[config.mk]
export PLATFORM = sky130hd
export DESIGN_NAME = stage_force_output_controller_top
export DESIGN_NICKNAME = d
export VERILOG_FILES = /design/src/rtl/sfoc_pkg.sv /design/src/rtl/stage_force_output_controller_top.sv /design/src/rtl/sfoc_cfg.sv /design/src/rtl/sfoc_prienc.sv /design/src/rtl/sfoc_update.sv
export SDC_FILE = /design/constraint.sdc
export NUM_CORES = 1
export LEC_CHECK = 0
export BUFFER_PORTS_ARGS = -buffer_cell sky130_fd_sc_hd__buf_2
export CELL_PAD_IN_SITES_DETAIL_PLACEMENT = 1
export CELL_PAD_IN_SITES_GLOBAL_PLACEMENT = 2
export CORE_MARGIN = 2
export CORE_UTILIZATION = 37
export CTS_CLUSTER_SIZE = 28
export DETAILED_ROUTE_END_ITERATION = 10
export PLACE_DENSITY = 0.92
export SYNTH_ARGS = -nofsm -noshare
export SYNTH_HDL_FRONTEND = slang
export SYNTH_SLANG_ARGS = --single-unit
[constraint.sdc]
create_clock -name i_clk -period 4.5 [get_ports i_clk]
set_input_delay 0 -clock i_clk [delete_from_list [all_inputs] [get_ports i_clk]]
set_output_delay 0 -clock i_clk [all_outputs]
set_load 0.03 [all_outputs]
[src/rtl/sfoc_pkg.sv]
// ----------------------------------------------------------------------------
// sfoc_pkg
// Shared types and codes for the stage force output controller: command
// codes, layout codes, register indexes and the word formats of both channels.
// ----------------------------------------------------------------------------
package sfoc_pkg;

    // relay outputs on the card
    localparam int NUM_OUTPUTS = 16;

    // command codes
    typedef enum logic [2:0] {
        CMD_SYNC_ON   = 3'd0,
        CMD_SYNC_OFF  = 3'd1,
        CMD_CHANGE    = 3'd2,
        CMD_JUST_ON   = 3'd3,
        CMD_OFF       = 3'd4,
        CMD_FAULT_ON  = 3'd5,
        CMD_FAULT_OFF = 3'd6,
        CMD_NONE      = 3'd7
    } t_cmd;

    // layout codes, the unused fourth code behaves as the sixteen-output card
    localparam logic [1:0] LAYOUT_SIXTEEN = 2'd0;
    localparam logic [1:0] LAYOUT_LEGACY  = 2'd1;
    localparam logic [1:0] LAYOUT_TEST    = 2'd2;

    // configuration register indexes
    localparam logic [1:0] REG_LAYOUT_MODE = 2'd0;
    localparam logic [1:0] REG_SYNC_ENABLE = 2'd1;
    localparam logic [1:0] REG_ACTIVE_HIGH = 2'd2;
    localparam logic [1:0] REG_STAGE_COUNT = 2'd3;

    localparam int CFG_IDX_W  = 2;
    localparam int CFG_DATA_W = 5;

    // configuration register file contents
    typedef struct packed {
        logic [1:0] layout_mode;
        logic       sync_enable;
        logic       active_high;
        logic [4:0] stage_count;
    } t_cfg;

    // input word
    typedef struct packed {
        logic [2:0]  cmd;
        logic [15:0] stage_demand;
    } t_in;

    // result word, also the block state
    typedef struct packed {
        logic [15:0] output_word;
        logic [4:0]  active_stage;
        logic        fault_lamp;
    } t_out;

endpackage

[src/rtl/stage_force_output_controller_top.sv]
// One command word is accepted every clock cycle while o_stall is low. The
// command passes through an input register and then a result register, which
// offers its result word. Each result shows the relay word, forced stage and
// lamp after that command. While a result word is held, one more command can
// still enter the input register. After that the input stalls until the held
// result is taken. Configuration writes are taken at any cycle but belong only
// to times when no word is in flight.
// ----------------------------------------------------------------------------
// stage_force_output_controller_top
// Stage force output controller: priority-encodes the stage demand and
// updates the 16-bit relay output word for each command.
// ----------------------------------------------------------------------------
module stage_force_output_controller_top #(
    parameter int MAX_STAGES = 16
) (
    input  logic                             i_clk,
    input  logic                             i_rst_n,
    input  logic                             i_valid,
    output logic                             o_stall,
    input  sfoc_pkg::t_in                    i_in,
    output logic                             o_valid,
    input  logic                             i_stall,
    output sfoc_pkg::t_out                   o_out,
    input  logic                             i_cfg_we,
    input  logic [sfoc_pkg::CFG_IDX_W-1:0]   i_cfg_idx,
    input  logic [sfoc_pkg::CFG_DATA_W-1:0]  i_cfg_data
);

    sfoc_pkg::t_cfg cfg;
    sfoc_pkg::t_in  r_in;
    logic           r_in_valid;
    sfoc_pkg::t_out r_state;
    sfoc_pkg::t_out n_state;
    sfoc_pkg::t_out r_out;
    logic           r_out_valid;
    logic [4:0]     new_stage;
    logic           advance;
    logic           take_in;

    sfoc_cfg u_cfg (
        .i_clk      (i_clk),
        .i_rst_n    (i_rst_n),
        .i_cfg_we   (i_cfg_we),
        .i_cfg_idx  (i_cfg_idx),
        .i_cfg_data (i_cfg_data),
        .o_cfg      (cfg)
    );

    // handshake: the held word moves on when the result register is free or its word is taken
    assign advance = r_in_valid && (!r_out_valid || !i_stall);
    assign take_in = !r_in_valid || advance;
    assign o_stall = !take_in;

    // input register
    always_ff @(posedge i_clk) begin
        if (!i_rst_n) begin
            r_in_valid <= 1'b0;
        end else if (take_in) begin
            r_in_valid <= i_valid;
        end
    end

    always_ff @(posedge i_clk) begin
        if (take_in && i_valid) begin
            r_in <= i_in;
        end
    end

    sfoc_prienc #(
        .MAX_STAGES (MAX_STAGES)
    ) u_prienc (
        .i_demand      (r_in.stage_demand),
        .i_stage_count (cfg.stage_count),
        .o_stage       (new_stage)
    );

    sfoc_update u_update (
        .i_cfg       (cfg),
        .i_cmd       (r_in.cmd),
        .i_new_stage (new_stage),
        .i_state     (r_state),
        .o_state     (n_state)
    );

    // controller state
    always_ff @(posedge i_clk) begin
        if (!i_rst_n) begin
            r_state <= '0;
        end else if (advance) begin
            r_state <= n_state;
        end
    end

    // result register
    always_ff @(posedge i_clk) begin
        if (!i_rst_n) begin
            r_out_valid <= 1'b0;
        end else if (advance) begin
            r_out_valid <= 1'b1;
        end else if (!i_stall) begin
            r_out_valid <= 1'b0;
        end
    end

    always_ff @(posedge i_clk) begin
        if (advance) begin
            r_out <= n_state;
        end
    end

    assign o_valid = r_out_valid;
    assign o_out   = r_out;

endmodule

[src/rtl/sfoc_cfg.sv]
// ----------------------------------------------------------------------------
// sfoc_cfg
// Configuration register file: layout, sync enable, polarity and stage count.
// ----------------------------------------------------------------------------
module sfoc_cfg (
    input  logic                             i_clk,
    input  logic                             i_rst_n,
    input  logic                             i_cfg_we,
    input  logic [sfoc_pkg::CFG_IDX_W-1:0]   i_cfg_idx,
    input  logic [sfoc_pkg::CFG_DATA_W-1:0]  i_cfg_data,
    output sfoc_pkg::t_cfg                   o_cfg
);

    sfoc_pkg::t_cfg r_cfg;

    // register writes, one index per write
    always_ff @(posedge i_clk) begin
        if (!i_rst_n) begin
            r_cfg.layout_mode <= sfoc_pkg::LAYOUT_SIXTEEN;
            r_cfg.sync_enable <= 1'b0;
            r_cfg.active_high <= 1'b1;
            r_cfg.stage_count <= 5'd8;
        end else if (i_cfg_we) begin
            unique case (i_cfg_idx)
                sfoc_pkg::REG_LAYOUT_MODE: r_cfg.layout_mode <= i_cfg_data[1:0];
                sfoc_pkg::REG_SYNC_ENABLE: r_cfg.sync_enable <= i_cfg_data[0];
                sfoc_pkg::REG_ACTIVE_HIGH: r_cfg.active_high <= i_cfg_data[0];
                sfoc_pkg::REG_STAGE_COUNT: r_cfg.stage_count <= i_cfg_data;
                default: ;
            endcase
        end
    end

    assign o_cfg = r_cfg;

endmodule

[src/rtl/sfoc_prienc.sv]
// ----------------------------------------------------------------------------
// sfoc_prienc
// Priority encoder: highest demanded stage within the configured stage count.
// ----------------------------------------------------------------------------
module sfoc_prienc #(
    parameter int MAX_STAGES = 16
) (
    input  logic [15:0] i_demand,
    input  logic [4:0]  i_stage_count,
    output logic [4:0]  o_stage
);

    localparam logic [4:0] LP_MAX = 5'(MAX_STAGES);

    logic [4:0] count;

    // clamp the stage count to the supported maximum
    assign count = (i_stage_count > LP_MAX) ? LP_MAX : i_stage_count;

    // later bits win
    always_comb begin
        o_stage = 5'd0;
        for (int i = 0; i < 16; i++) begin
            if (i_demand[i] && (5'(i) < count)) begin
                o_stage = 5'(i + 1);
            end
        end
    end

endmodule

[src/rtl/sfoc_update.sv]
// ----------------------------------------------------------------------------
// sfoc_update
// Applies one command to the output state: layout lookup, change-stage
// promotion and polarity-aware set and clear of the relay bits.
// ----------------------------------------------------------------------------
module sfoc_update (
    input  sfoc_pkg::t_cfg  i_cfg,
    input  logic [2:0]      i_cmd,
    input  logic [4:0]      i_new_stage,
    input  sfoc_pkg::t_out  i_state,
    output sfoc_pkg::t_out  o_state
);

    // bit of the force output for a stage, none for stage zero or off the card
    function automatic logic [15:0] force_mask(input logic first, input logic [4:0] stage);
        logic [5:0] idx;
        idx = 6'(first) + 6'(stage) - 6'd1;
        if (stage == 5'd0) begin
            return 16'h0000;
        end
        if (idx >= 6'(sfoc_pkg::NUM_OUTPUTS)) begin
            return 16'h0000;
        end
        return 16'h0001 << idx[3:0];
    endfunction

    logic        first;
    logic [15:0] range_mask;
    logic [15:0] hi_mask;
    logic [15:0] to_mask;
    logic [15:0] sp_mask;
    logic [15:0] mf_mask;
    logic [15:0] sync_mask;
    logic [15:0] old_force;
    logic [15:0] new_force;
    logic [15:0] on_bits;
    logic [15:0] off_bits;
    logic [15:0] bits;
    logic [2:0]  cmd;

    // layout table
    always_comb begin
        case (i_cfg.layout_mode)
            sfoc_pkg::LAYOUT_LEGACY: begin
                first      = 1'b1;
                range_mask = 16'h01FE;
                hi_mask    = 16'h0000;
                to_mask    = 16'h0001;
                sp_mask    = 16'h0400;
                mf_mask    = 16'h0200;
            end
            sfoc_pkg::LAYOUT_TEST: begin
                first      = 1'b0;
                range_mask = 16'h00FF;
                hi_mask    = 16'h0100;
                to_mask    = 16'h0200;
                sp_mask    = 16'h0400;
                mf_mask    = 16'h0000;
            end
            default: begin
                first      = 1'b0;
                range_mask = 16'h1FFF;
                hi_mask    = 16'h0000;
                to_mask    = 16'h8000;
                sp_mask    = 16'h4000;
                mf_mask    = 16'h2000;
            end
        endcase
    end

    assign sync_mask = i_cfg.sync_enable ? sp_mask : 16'h0000;
    assign old_force = force_mask(first, i_state.active_stage);
    assign new_force = force_mask(first, i_new_stage);

    // change stage becomes just-on when idle and none when unchanged
    always_comb begin
        cmd = i_cmd;
        if (i_cmd == sfoc_pkg::CMD_CHANGE) begin
            if ((i_state.active_stage == 5'd0) && (i_new_stage != 5'd0)) begin
                cmd = sfoc_pkg::CMD_JUST_ON;
            end else if (i_state.active_stage == i_new_stage) begin
                cmd = sfoc_pkg::CMD_NONE;
            end
        end
    end

    // bits to drive inactive and active, in that order of application
    always_comb begin
        on_bits    = 16'h0000;
        off_bits   = 16'h0000;
        o_state    = i_state;
        unique case (cmd)
            sfoc_pkg::CMD_SYNC_ON:   on_bits  = sync_mask;
            sfoc_pkg::CMD_SYNC_OFF:  off_bits = sync_mask;
            sfoc_pkg::CMD_CHANGE: begin
                off_bits = old_force;
                on_bits  = new_force;
                o_state.active_stage = i_new_stage;
            end
            sfoc_pkg::CMD_JUST_ON: begin
                on_bits = new_force | hi_mask | to_mask;
                o_state.active_stage = i_new_stage;
                o_state.fault_lamp   = 1'b1;
            end
            sfoc_pkg::CMD_OFF: begin
                off_bits = range_mask | hi_mask | to_mask;
                o_state.active_stage = 5'd0;
                o_state.fault_lamp   = 1'b0;
            end
            sfoc_pkg::CMD_FAULT_ON:  on_bits  = mf_mask;
            sfoc_pkg::CMD_FAULT_OFF: off_bits = mf_mask;
            default: ;
        endcase
        // inactive drive first, then active, each with the set polarity
        bits = i_state.output_word;
        if (i_cfg.active_high) begin
            bits = bits & ~off_bits;
            bits = bits | on_bits;
        end else begin
            bits = bits | off_bits;
            bits = bits & ~on_bits;
        end
        o_state.output_word = bits;
    end

endmodule

Yosys cells after proc, flatten, opt, wreduce, memory -nomap -nowiden
Index checks and enable logic that the tools add are counted.

cells by class
  $add $sub $neg = 4
  multiply operators = 0
  div/mod/pow operators = 0
  $lt $le $gt $ge = 19
  equality and inequality tests = 14
  shifts and indexed selects = 2
  muxes and demuxes = 48
  bitwise operators = 10
  reductions and logical operators = 36

operator list
  operator                number
  $mux W16                9
  $pmux W16 S4            2
  $or A16 B16 Y16         4
  $lt A4 B5 Y1 const A    8
  $and A16 B16 Y16        2
  $mux W4                 8
  $not A16 Y16            2
  $pmux W16 S2            1
  $shl A1 B4 Y16 const A  2
  $mux W15                2
  $pmux W14 S2            1
  $pmux W13 S2            1
  $mux W3                 7
  $lt A3 B5 Y1 const A    4
  $logic_and A1 B1 Y1     19
  $or A16 B9 Y16          1
  $or A13 B9 Y13          1
  $add A1 B5 Y6           2
  $ge A6 B5 Y1 const B    2
  $sub A6 B1 Y6 const B   2
  $logic_not A5 Y1        2
  $lt A1 B5 Y1 const A    2
  $lt A2 B5 Y1 const A    2
  $mux W1                 10
  other kinds (20)        37

storage, ports and cells
  register bits = 74
  latch bits = 0
  memory bits (writable) = 0
  ROM bits = 0
  input port bits = 31
  output and inout bits = 24
  word-level logic and storage cells = 147
  memories = 0

Longest topological paths before layout
Gate-level depths: netlist of run 1.

  word-level depth = 33
  depth in mapped cells = 16
  mapped depth without buffers = 14

Hierarchy
Synthesis of run 1 repeated with hierarchy kept, for this count alone.

second synthesis, totals
  cell total of the unflattened synthesis = 513
  area, all modules = 4735.8 um^2

by module, submodules not included
  module                             times used  cells each  area an instance (um^2)  sequential area each (um^2)
  stage_force_output_controller_top  1           144         2203.4                   1711.6
  sfoc_update                        1           255         1667.8                   0.0
  sfoc_prienc                        1           75          478.0                    0.0
  sfoc_cfg                           1           39          386.6                    180.2

Worst setup path before layout of run 1
No wires, ideal clock.

  kind = register to register
  start = reg u_cfg.r_cfg, in the netlist u_cfg.o_cfg[1]
  end = reg r_out, in the netlist o_out[6], data pin
  library setup time = 0.261 ns
  arrival = 3.641 ns
  data required time = 4.239 ns
  slack = 0.598 ns
  stages on the path, launching flop included = 16
  buffers on the path = 1
  period minus slack after synthesis = 3.902 ns
  path through = dfxtp_1 > clkbuf_1 > nor4_1 > mux2_2 > a221o_1 > nand3_1 > a21oi_1 > or2_2 > ha_1 > ha_1 > xnor2_1 > a211oi_2 > o31ai_4 > o31ai_2 > nor2_1 > a221o_1

RTL lines
  what                    RTL line                                  RTL
  start: declaration      sfoc_cfg.sv:14                            sfoc_pkg::t_cfg r_cfg;
  end signal: assignment  stage_force_output_controller_top.sv:107  r_out <= n_state;
  end: declaration        stage_force_output_controller_top.sv:34   sfoc_pkg::t_out r_out;

Worst setup path after layout of run 1
  start = reg u_cfg.r_cfg, in the netlist u_cfg.o_cfg[2]
  end = reg r_state[14] (netlist name)

on the way
  cells in the longest elaborated chain, start to end = 33
  elaborated cells between the ends (all ways) = 85
  classes of those cells = add/sub: 2; order compare: 18; eq/ne: 7; shift: 1; mux: 29; bitwise: 8; reduce/logical: 20

RTL lines
  what                    RTL line                                 RTL
  $gt A5 B5 Y1            sfoc_prienc.sv:18                        assign count = (i_stage_count > LP_MAX) ? LP_MAX : i_stage_count;
  $mux W5 *               sfoc_prienc.sv:18
  $lt A1 B5 Y1            sfoc_prienc.sv:24                        if (i_demand[i] && (5'(i) < count)) begin
  $logic_and A1 B1 Y1     sfoc_prienc.sv:24
  $mux W1                 sfoc_prienc.sv:24
  $mux W2 (2 in a row)    sfoc_prienc.sv:24
  $mux W3 (4 in a row)    sfoc_prienc.sv:24
  $mux W4 (8 in a row)    sfoc_prienc.sv:24
  [6 not listed]          n/a
  $mux W16                sfoc_update.sv:24                        return 16'h0001 << idx[3:0];
  $mux W16                sfoc_update.sv:21                        if (idx >= 6'(sfoc_pkg::NUM_OUTPUTS)) begin
  $or A16 B9 Y16          sfoc_update.sv:101                       on_bits = new_force | hi_mask | to_mask;
  $or A16 B16 Y16         sfoc_update.sv:101
  $pmux W16 S4            sfoc_update.sv:92                        unique case (cmd)
  $not A16 Y16            sfoc_update.sv:121                       bits = bits & ~on_bits;
  $and A16 B16 Y16        sfoc_update.sv:121
  $mux W16 *              sfoc_update.sv:116                       if (i_cfg.active_high) begin
  end signal: assignment  stage_force_output_controller_top.sv:90  r_state <= n_state;
  end: declaration        stage_force_output_controller_top.sv:32  sfoc_pkg::t_out r_state;

Mark *: on every way between the ends. The rest lies on a longest branch, timed or not. The select of a mux whose other input is x is not followed.
A chain may end at the register's enable or synchronous reset.

==> results of run 1 <==
## worst max-delay path, cell delays in order, from the launching register on
cell and delay, ns:
dfxtp_1 0.47, nor4_1 0.32, mux2_2 0.37, a221o_1 0.34, nand3_1 0.10, a21oi_1 0.09
or2_2 0.30, ha_1 0.28, ha_1 0.25, xnor2_1 0.15, a211oi_2 0.36, o311ai_4 0.23
o2bb2a_2 0.35, or3_1 0.33, a31oi_1 0.23
## through the flow
stage          setup WS [ns]  cell area (um^2)  total power (W)  cells
2_1_floorplan          0.598              4750          0.00114    511
3_3_place_gp           0.349              5200          0.00126    721
3_5_place_dp           0.205              5200          0.00127    721
4_1_cts                0.149              5820          0.00213    765
5_1_grt               0.0305              5830          0.00222    765
6_report               0.231              5830          0.00214    765
## final cells by class
cell class / instances / area share
clock buffers: 9 / 0.0386
repair buffers: 91 / 0.106
well taps: 172 / 0.0369
flip-flops and latches: 74 / 0.324
clock inverters: 7 / 0.0202
inverters: 15 / 0.00965
multi-input cells: 397 / 0.464
## layout by cell type (no fill, tap or decap), types with 13 or more instances in the layout
| cell | n |
|---|---|
| nand2_1 | 36 |
| or3_1 | 16 |
| inv_1 | 15 |
| edfxtp_1 | 41 |
| dfxtp_1 | 33 |
| nand3_1 | 24 |
| nor3_1 | 24 |
| buf_2 | 54 |
| dlygate4sd3_1 | 28 |
| a31oi_1 | 13 |
| a21oi_1 | 17 |
| nor2_1 | 46 |
| o21ai_0 | 22 |
## logic make-up (layout without fill, tap and decap cells)
group / Yosys count / after routing / share of synthesized area
and+or+nand+nor: 209 / 209 / 0.236
adders and majority gates: 8 / 8 / 0.0211
AOI/OAI and AO/OA: 163 / 163 / 0.275
DFF: 74 / 74 / 0.398
buffers and inverters: 40 / 122 / 0.0345
xor gates and xnor gates: 4 / 4 / 0.00737
muxes: 13 / 13 / 0.0279
## power by group through the flow
stage,clock (W),combinational (W),sequential [W]
after global placement,0,0.000456,0.000800
after CTS,0.000854,0.000492,0.000788
final,0.000850,0.000498,0.000789
after detailed placement,0,0.000470,0.000802
after global routing,0.000884,0.000538,0.000793
after floorplan,0,0.000326,0.000816
## worst paths after layout
kind                  start             end  slack (ns)
max          u_cfg.o_cfg[2]     r_state[14]        0.23
min                i_cfg_we  u_cfg.o_cfg[5]        0.02
max reg2reg  u_cfg.o_cfg[2]     r_state[14]        0.23
min reg2reg      r_state[0]      r_state[0]        0.50
## flip-flops by register name, indices dropped and copies added (netlist names)
signal,flops
r_state,22
o_out,22
o_valid,1
r_in,19
r_in_valid,1
u_cfg.o_cfg,9
## timing repair
| action | 4_1_cts | 5_1_grt |
|---|---|---|
| setup buffers | 0 | 0 |
| hold buffers | 28 | 0 |
| endpoints found under the setup margin | 0 | 4 |
| resized for setup | 0 | 2 |
| endpoints found under the hold margin | 29 | 0 |
## routing by layer
metal / up-vias / GRT usage / part of all wire
met5: - / 0 / 0
met1: 2212 / 0.273 / 0.45
met3: 27 / 0.0389 / 0.051
li1: 2128 / - / -
met2: 135 / 0.358 / 0.48
met4: 0 / 0.0836 / 0.020
==> flow_summary.yaml, run 1 <==
floorplanning:
  die_x_um: 117
  fp-row-count: 41
  die_area_um2: 13800
  die_height_um: 117
  core_region_area_um2: 12600
  io_pins: 55
  initial_core_util: 0.378
timing:
  rsz0062_at_grt: "no"
  skew_ns: 0.00794
  drv_slew: 0
  fin_crit_ns: 4.27
  finalSetupViolations: 0
  finalCritPeriodShare: 0.949
  whs_ns: 0.0153
  slew-limit-headroom: 0.382
  fin_tns_setup_ns: 0
  clock.fmax_mhz: 234
  hold_viol_final: 0
  worst_pin_slew_ns: 0.926
clock_tree:
  cts_tree: "done"
  clkSinkCount: 74
  cts_buffer_depth: 2
  cts_root_buffer: "clkbuf_16"
  clkTransAtPathRegs_ns: 0.06
  clk_latency_ns: 0.35
  ctsHtreeMaxLevel: 3
  cts_buffers: 9
synthesis:
  yosys_warnings: 0
  synth_top_area_cell: "edfxtp_1"
  syn_nets: 550
  yosysSeqAreaShare: 0.398
  synth_cell_type_count: 76
  synth.area.top_cells: "edfxtp_1, dfxtp_1, nor2_1, nand2_1, nand3_1"
  syn_area_um2: 4750
  ys_ff_latch: 74
  async_flop_share: 0
  synth-main-ff-cell: "edfxtp_1"
  synth_edf_count: 41
  syn_area_per_cell_um2: 9.30
  synthTopCellsByCount: "nor2_1, edfxtp_1, nand2_1, dfxtp_1"
  synth_top_area_frac: 0.259
  synth_cells: 511
  yosys.cell_count.top_type: "nor2_1"
power_and_ir_drop:
  p_int_w: 0.00149
  peakVddDrop_uv: 240
  clkPwrFrac: 0.398
  power_density_nw_per_um2: 366
  p_leak_nw: 2.14
  swShare: 0.305
  p_comb_frac: 0.233
  seqPwrFrac: 0.369
  switchingPower_w: 0.000652
finish:
  final_util: 0.464
  syn_to_final_growth_pct: 22.7
  final_nets: 627
  diodes: 0
  seqCellArea_um2: 1890
  multi_input_area_um2: 2710
  layout-drive-gt1-share: 0.191
  fillers: 1448
detailed_routing:
  routed_wl_um: 14800
  drtIter0Drc: 232
  vias_per_cell: 5.88
  drcViolationCount: 0
  vias: 4502
  drtPass1Iterations: 5
  drtAntennaViolNets: 0
  routedWlPerCell_um: 19.3
run_status:
  status: "finished clean"
placed_design:
  gp_congestion: 0.885
  port_buffers: 54
  place_hpwl_um: 10100
critical_path:
  crit_type: "reg2reg"
  rr_worst_depth: 14
  critPathCaptureType: "flop"
  cp.required_ns: 4.75
  critPathMaxFanout: 15
  arrival_ns: 4.52
  start_kind: "flop"
global_routing:
  grt_usage: 0.213
  grt_pass1_vias: 4597
  grt_pass1_wl_um: 23500
  antenna_found_initial: 0
  grt.overflow.total: 0
  grt_max_degree: 31
job:
  drv_cap: 0
worst_hold_path:
  worstHoldPathCells: 3
  hold_class: "in2reg"
(Power assumes the default switching activity.)
==> run 2, diff against run 1 <==
==> constraint.sdc (replaced) <==
create_clock -name i_clk -period 4.48 [get_ports i_clk]
set_input_delay 0 -clock i_clk [delete_from_list [all_inputs] [get_ports i_clk]]
set_output_delay 0 -clock i_clk [all_outputs]
set_load 0.03 [all_outputs]
==> flow_summary.yaml, run 2 (synthesis gave the netlist of run 1 again) <==
global_routing:
  antenna_found_initial: 0
  grt_usage: 0.222
  grt_pass1_vias: 4643
  grt_pass1_wl_um: 24300
  grt_max_degree: 31
  grt.overflow.total: 0
clock_tree:
  ctsHtreeMaxLevel: 3
  cts_tree: "done"
  cts_buffer_depth: 2
  clkSinkCount: 74
  clk_latency_ns: 0.35
  clkTransAtPathRegs_ns: 0.06
  cts_root_buffer: "clkbuf_16"
  cts_buffers: 9
placed_design:
  port_buffers: 54
  place_hpwl_um: 10100
  gp_congestion: 0.876
  dp_cells: 723
power_and_ir_drop:
  p_leak_nw: 2.14
  peakVddDrop_uv: 281
  power_density_nw_per_um2: 357
timing:
  fin_tns_setup_ns: 0
  finalSetupViolations: 0
  slew-limit-headroom: 0.367
  hold_viol_final: 0
  clock.fmax_mhz: 240
  skew_ns: 0.00518
  fin_crit_ns: 4.18
  drv_slew: 0
  finalCritPeriodShare: 0.932
  worst_pin_slew_ns: 0.947
  rsz0062_at_grt: "no"
floorplanning:
  core_region_area_um2: 12600
  die_area_um2: 13800
  initial_core_util: 0.378
  die_x_um: 117
  die_height_um: 117
  io_pins: 55
  fp-row-count: 41
finish:
  mostFrequentLayoutCell: "buf_2"
  final_cell_mix: "buf_2, nor2_1, edfxtp_1"
  final_cells: 769
  diodes: 0
  layout-drive-gt1-share: 0.188
  final_nets: 631
  syn_to_final_growth_pct: 22.6
critical_path:
  arrival_ns: 4.32
  cp.required_ns: 4.63
  start_kind: "flop"
  critPathMaxFanout: 14
  r2r-end: "o_out[17]"
  rr_worst_depth: 15
  critPathCaptureType: "flop"
  regToRegStartpoint: "u_cfg.o_cfg[3]"
  crit_type: "reg2reg"
  ff2ff_setup_slack_ns: 0.30
detailed_routing:
  vias_per_cell: 5.92
  drtAntennaViolNets: 0
  drtIter0Drc: 255
  routed_wl_um: 15100
  drtPass1Iterations: 7
  routedWlPerCell_um: 19.7
  drcViolationCount: 0
  vias: 4555
worst_hold_path:
  hold_end: "u_cfg.o_cfg[5]"
  hold_class: "in2reg"
  min-delay-start: "i_cfg_we"
  worstHoldPathCells: 3
job:
  drv_cap: 0
run_status:
  status: "finished clean"
[run 2: report_power, final]
group / total [W] / leakage (nW) / switching (W) / internal [W]
sequential: 0.000792 / 0.667 / 0.0000289 / 0.000763
combinational: 0.000515 / 1.32 / 0.000324 / 0.000192
clock: 0.000774 / 0.148 / 0.000294 / 0.000481
total: 0.00208 / 2.14 / 0.000646 / 0.00143
[run 2: how the worst max path moves through the flow]
| stage | start | end | depth (start not counted) |
|---|---|---|---|
| 6_report | u_cfg.o_cfg[3] | o_out[17] | 15 |
| 2_1_floorplan | u_cfg.o_cfg[1] | o_out[6] | 15 |
| 3_3_place_gp | u_cfg.o_cfg[3] | o_out[6] | 14 |
| 4_1_cts | u_cfg.o_cfg[3] | o_out[6] | 14 |
| 5_1_grt | u_cfg.o_cfg[3] | o_out[19] | 13 |
| 3_5_place_dp | u_cfg.o_cfg[3] | o_out[6] | 14 |
[run 2: layout make-up]
cell class	count	area, um^2
sequential	74	1890
timing repair buffer	95	651
inverter	15	56.3
fill	1436	6740
clock buffer	9	225
multi-input combinational	397	2710
tap	172	215
clock inverter	7	83.8
[run 2: repair_timing]
item                       4_1_cts  5_1_grt
hold buffers                    29        0
hold endpoints to repair        29        0
setup endpoints to repair        0        5
resized for setup                0        1
buffers inserted                 0        1
[run 2: metal layers]
metal  vias to the layer above  wire length [um]  global-route usage
met5                         -                 0                   0
li1                       2132                 -                   -
met4                         0               396              0.0956
met1                      2247              6670               0.278
met3                        28               838              0.0443
met2                       148              7210               0.372
[run 2: worst max-delay path, cell delays in order, from the launching register on]
cell,delay (ns)
dfxtp_1,0.45
nor4_1,0.28
mux2_2,0.38
a221o_1,0.34
nand3_1,0.11
a21oi_1,0.09
or2_2,0.30
ha_1,0.29
ha_1,0.25
xnor2_1,0.15
a211oi_2,0.16
buf_4,0.17
o311ai_4,0.13
or2_2,0.36
nor3b_1,0.16
a311oi_1,0.32
[run 2: per-stage QoR]
stage,worst slack [ns],power [W],area (um^2),hold WS [ns],utilization
after floorplan,0.578,0.00115,4750,0.0989,-
after global placement,0.393,0.00126,5210,0.176,0.415
after detailed placement,0.184,0.00128,5210,0.178,0.415
after CTS,0.0751,0.00207,5810,0.00271,0.462
after global routing,0.0692,0.00216,5830,0.0666,0.464
final,0.305,0.00208,5830,0.0106,0.464
